$ cat config.mk
export PLATFORM = sky130hd
export DESIGN_NAME = ohrb_queue
export DESIGN_NICKNAME = d
export VERILOG_FILES = /design/src/sv/ohrb_pkg.sv /design/src/sv/ohrb_queue.sv
export SDC_FILE = /design/constraint.sdc
export NUM_CORES = 1
export LEC_CHECK = 0
export BUFFER_PORTS_ARGS = -buffer_cell sky130_fd_sc_hd__clkbuf_2
export CORE_MARGIN = 3
export CORE_UTILIZATION = 52
export DETAILED_ROUTE_END_ITERATION = 10
export PLACE_DENSITY = 0.86
export SLEW_MARGIN = 20
export SYNTH_ARGS = -nofsm -noshare
export SYNTH_HDL_FRONTEND = slang
export SYNTH_SLANG_ARGS = --single-unit
$ cat constraint.sdc
create_clock -name clk_i -period 8.35 [get_ports clk_i]
set_input_delay 1.2525 -clock clk_i [delete_from_list [all_inputs] [get_ports clk_i]]
set_output_delay 1.2525 -clock clk_i [all_outputs]
set_load 0.01 [all_outputs]
$ cat src/sv/ohrb_pkg.sv
// Shared constants, codes and types for the overwriting history ring buffer.
package ohrb_pkg;

  // Parameter defaults
  localparam int unsigned DEPTH_DEFAULT   = 1024;
  localparam int unsigned MAX_RUN_DEFAULT = 16;

  // Fixed field widths
  localparam int unsigned CMD_W    = 2;
  localparam int unsigned BYTE_W   = 8;
  localparam int unsigned OFFSET_W = 48;
  localparam int unsigned COUNT_W  = 5;
  localparam int unsigned STATUS_W = 2;
  localparam int unsigned FILL_W   = 11;

  // Command queue between front and back
  localparam int unsigned QUEUE_DEPTH = 2;

  typedef enum logic [CMD_W-1:0] {
    CMD_WRITE = 2'd0,
    CMD_READ  = 2'd1,
    CMD_CLEAR = 2'd2
  } cmd_e;

  typedef enum logic [STATUS_W-1:0] {
    ST_DONE    = 2'd0,
    ST_OK      = 2'd1,
    ST_BEYOND  = 2'd2,
    ST_CLAMPED = 2'd3
  } status_e;

  typedef enum logic [2:0] {
    BK_IDLE,
    BK_CHECK,
    BK_BEYOND,
    BK_PREP,
    BK_INDEX,
    BK_STREAM
  } back_state_e;

  // Classified command as it sits in the queue
  typedef struct packed {
    cmd_e                op;
    logic [BYTE_W-1:0]   wr_byte;
    logic [OFFSET_W-1:0] offset;
    logic [COUNT_W-1:0]  count;   // already limited to 1..MAX_RUN
  } entry_t;

endpackage

$ cat src/sv/ohrb_queue.sv
// Short FIFO of classified commands between front and back.
module ohrb_queue (
  input  logic             clk_i,
  input  logic             rst_ni,
  input  logic             push_valid_i,
  input  ohrb_pkg::entry_t push_entry_i,
  output logic             push_ready_o,
  output logic             pop_valid_o,
  output ohrb_pkg::entry_t pop_entry_o,
  input  logic             pop_ready_i
);

  localparam int unsigned PTR_W = (ohrb_pkg::QUEUE_DEPTH > 1) ?
                                  $clog2(ohrb_pkg::QUEUE_DEPTH) : 1;
  localparam int unsigned CNT_W = $clog2(ohrb_pkg::QUEUE_DEPTH + 1);

  ohrb_pkg::entry_t slot_q [ohrb_pkg::QUEUE_DEPTH];
  logic [PTR_W-1:0] wr_ptr_q, wr_ptr_d;
  logic [PTR_W-1:0] rd_ptr_q, rd_ptr_d;
  logic [CNT_W-1:0] count_q, count_d;
  logic             push, pop;

  function automatic logic [PTR_W-1:0] ptr_next(input logic [PTR_W-1:0] p);
    logic [PTR_W-1:0] r;
    if (p == PTR_W'(ohrb_pkg::QUEUE_DEPTH - 1)) begin
      r = '0;
    end else begin
      r = p + PTR_W'(1);
    end
    return r;
  endfunction

  assign push_ready_o = (count_q != CNT_W'(ohrb_pkg::QUEUE_DEPTH));
  assign pop_valid_o  = (count_q != '0);
  assign pop_entry_o  = slot_q[rd_ptr_q];
  assign push         = push_valid_i && push_ready_o;
  assign pop          = pop_valid_o && pop_ready_i;

  // Pointer and occupancy update
  always_comb begin
    wr_ptr_d = push ? ptr_next(wr_ptr_q) : wr_ptr_q;
    rd_ptr_d = pop ? ptr_next(rd_ptr_q) : rd_ptr_q;
    count_d  = count_q;
    if (push && !pop) begin
      count_d = count_q + CNT_W'(1);
    end else if (pop && !push) begin
      count_d = count_q - CNT_W'(1);
    end
  end

  always_ff @(posedge clk_i or negedge rst_ni) begin
    if (!rst_ni) begin
      wr_ptr_q <= '0;
      rd_ptr_q <= '0;
      count_q  <= '0;
    end else begin
      wr_ptr_q <= wr_ptr_d;
      rd_ptr_q <= rd_ptr_d;
      count_q  <= count_d;
    end
  end

  // Entry storage
  always_ff @(posedge clk_i) begin
    if (push) begin
      slot_q[wr_ptr_q] <= push_entry_i;
    end
  end

endmodule

==> qor.yml <==
drtIter0Drc: 133
grt_remaining_overflow: 0
cts_root_buf: "clkbuf_8"
ant_nets: 0
power_mw: 2.31
hpwl_um: 5230
synth_area_um2: 5040
drv_cap: 0
fin_nets: 428
die_y_um: 104
path_class: "reg -> out"
rsz0062_at_grt: "false"
initial_utilization_pct: 54.0
peakVddDrop_mv: 0.351
path_clk_slew_ps: 50
yosys-top-cells-area: "edfxtp_1 (75%), mux2_4 (18%), buf_12 (2.4%)"
grt_pass1_vias: 2599
numCtsBuffers: 17
die_w_um: 104
syn_area_per_cell_um2: 23.6
max_freq_mhz: 270
hold_buffers: 0
cts_tree: "done"
grt_start_max_net_pins: 64
antenna_found_initial: 0
drc: 0
required_ps: 7100
critical_path_arrival_ps: 2450
crit_fanout: 34
yosys_warnings: 0
dr.pass1.iters: 4
min_period_ps: 3700
cts_setup_buffers: 0
period_share_pct: 44.3
pwr_density_cell_nw_per_um2: 366
dieArea_um2: 10900
slew_headroom_pct: 42.0
rows: 35
crit_chain: "buf_4 -> mux2_2 -> clkbuf_2"
portBuffers: 131
vias_per_cell: 4.84
seq_area_frac_synth_pct: 77.1
fin_area_um2: 6310
mostFrequentLayoutCells: "clkbuf_2 (131), edfxtp_1 (126), mux2_4 (59), clkbuf_16 (16), inv_6 (5)"
htree_levels: 4
area_growth_pct: 25.2
synth_area_leader_cell: "edfxtp_1"
io_pins: 132
cts_resized: 0
p_leak_nw: 2.58
netlist-cell-type-count: 15
worstSetupEndpointType: "output pin"
vias: 2432
syn_nets: 282
finClkSkew_ps: 7.17
clock_path_buffers: 2
tns_ps: 0
grt_pass1_wl_um: 13200
place_area_um2: 5760
wl_per_cell_um: 16.4
finalMaxSlewViolations: 0
status: "finished, final reports clean"
cts.sinks: 130
synth_cells: 214
clock_latency_ps: 490
worstSetupStartpointType: "flip-flop"
hp-class: "reg -> reg"
max_stage_delay_ps: 780
coreArea_um2: 9330
hold_violations: 0
antennaDiodeCount: 0
drt_wl_total_um: 8240
drive_gt1_share_pct: 61.7
place.gp.congestion: 0.688
ys_seq_elements: 130
yosysTopAreaCellShare_pct: 75.1
finalSetupViolCount: 0
critical-path-slowest-cell: "dfrtp_4"
layout_commonest_cell: "clkbuf_2"
tightest_slew_ps: 871
globalRouteTotalUtil_pct: 15.9
==> final timing paths <==
path / startpoint / to / slack (ps) / cells past startpoint
max: rd_ptr_q$_DFFE_PN0P_ / pop_entry_o[42] / 4650 / 3
min: count_q[1]$_DFFE_PN0P_ / count_q[1]$_DFFE_PN0P_ / 510 / 1
max reg2reg: count_q[0]$_DFFE_PN0P_ / slot_q[0][44]$_DFFE_PP_ / 6430 / 4
min reg2reg: count_q[1]$_DFFE_PN0P_ / count_q[1]$_DFFE_PN0P_ / 510 / 1
max in group asynchronous: rst_ni / rd_ptr_q$_DFFE_PN0P_ / 7640 / 1
min in group asynchronous: rst_ni / wr_ptr_q$_DFFE_PN0P_ / 560 / 1
==> report_power, final <==
group | switching, mW | total [mW] | internal, mW
combinational | 0.316 | 0.666 | 0.350
sequential | 0.0791 | 0.976 | 0.897
clock | 0.271 | 0.669 | 0.398
total | 0.666 | 2.31 | 1.64
==> registers in the layout, indices dropped and copies added, names as in the netlist <==
signal / count
wr_ptr_q: 1
rd_ptr_q: 1
count_q: 2
slot_q: 126
==> layout make-up <==
cell class	instances	area (um2)
clock buffer	18	418
clock inverter	14	130
fill	649	3020
inverter	1	3.75
multi-input combinational	76	1030
sequential	130	3890
tap	129	161
timing repair buffer	134	678
==> synthesized netlist by cell type, drive strengths merged <==
| cell type | count |
|---|---|
| nor2 | 2 |
| xnor2 | 3 |
| dfrtp | 4 |
| nand2b | 1 |
| edfxtp | 126 |
| or2 | 1 |
| inv | 1 |
| xor2 | 2 |
| nand2 | 2 |
| mux2 | 63 |
| buf | 7 |
| ha | 1 |
| and3 | 1 |
==> cell families (layout without fill, tap and decap cells) <==
kind of cell,count (synthesis),count (layout),synth area share (%)
DFF,130,130,77.1
muxes,63,63,18.5
buffers and inverters,8,167,2.68
and+or+nand+nor,7,7,0.671
xor gates and xnor gates,5,5,0.869
adders and majority gates,1,1,0.248
==> critical path: cells and delay by family, from the launching register on <==
| family | cells | cell delay [ps] |
|---|---|---|
| flops | 1 | 780 |
| mux | 1 | 400 |
| buf+inv | 2 | 760 |
==> per-stage QoR <==
stage | instances | utilization (%) | hold slack [ps] | worst slack, ps
after floorplan | 214 | - | 456 | 3890
after global placement | 470 | 61.8 | 482 | 5140
after detailed placement | 470 | 61.8 | 482 | 5130
after CTS | 502 | 67.6 | 498 | 4580
after global routing | 502 | 67.6 | 534 | 4500
final | 502 | 67.6 | 506 | 4650
==> layer usage <==
layer | GRT usage, % | part of all wire, % | vias to the layer above
met2 | 26.3 | 51 | 87
met1 | 18.9 | 41 | 1202
met5 | 0 | 0 | -
li1 | - | - | 1137
met4 | 5.98 | 0.87 | 0
met3 | 5.90 | 6.8 | 6
Power figures use the tool's default switching activity.
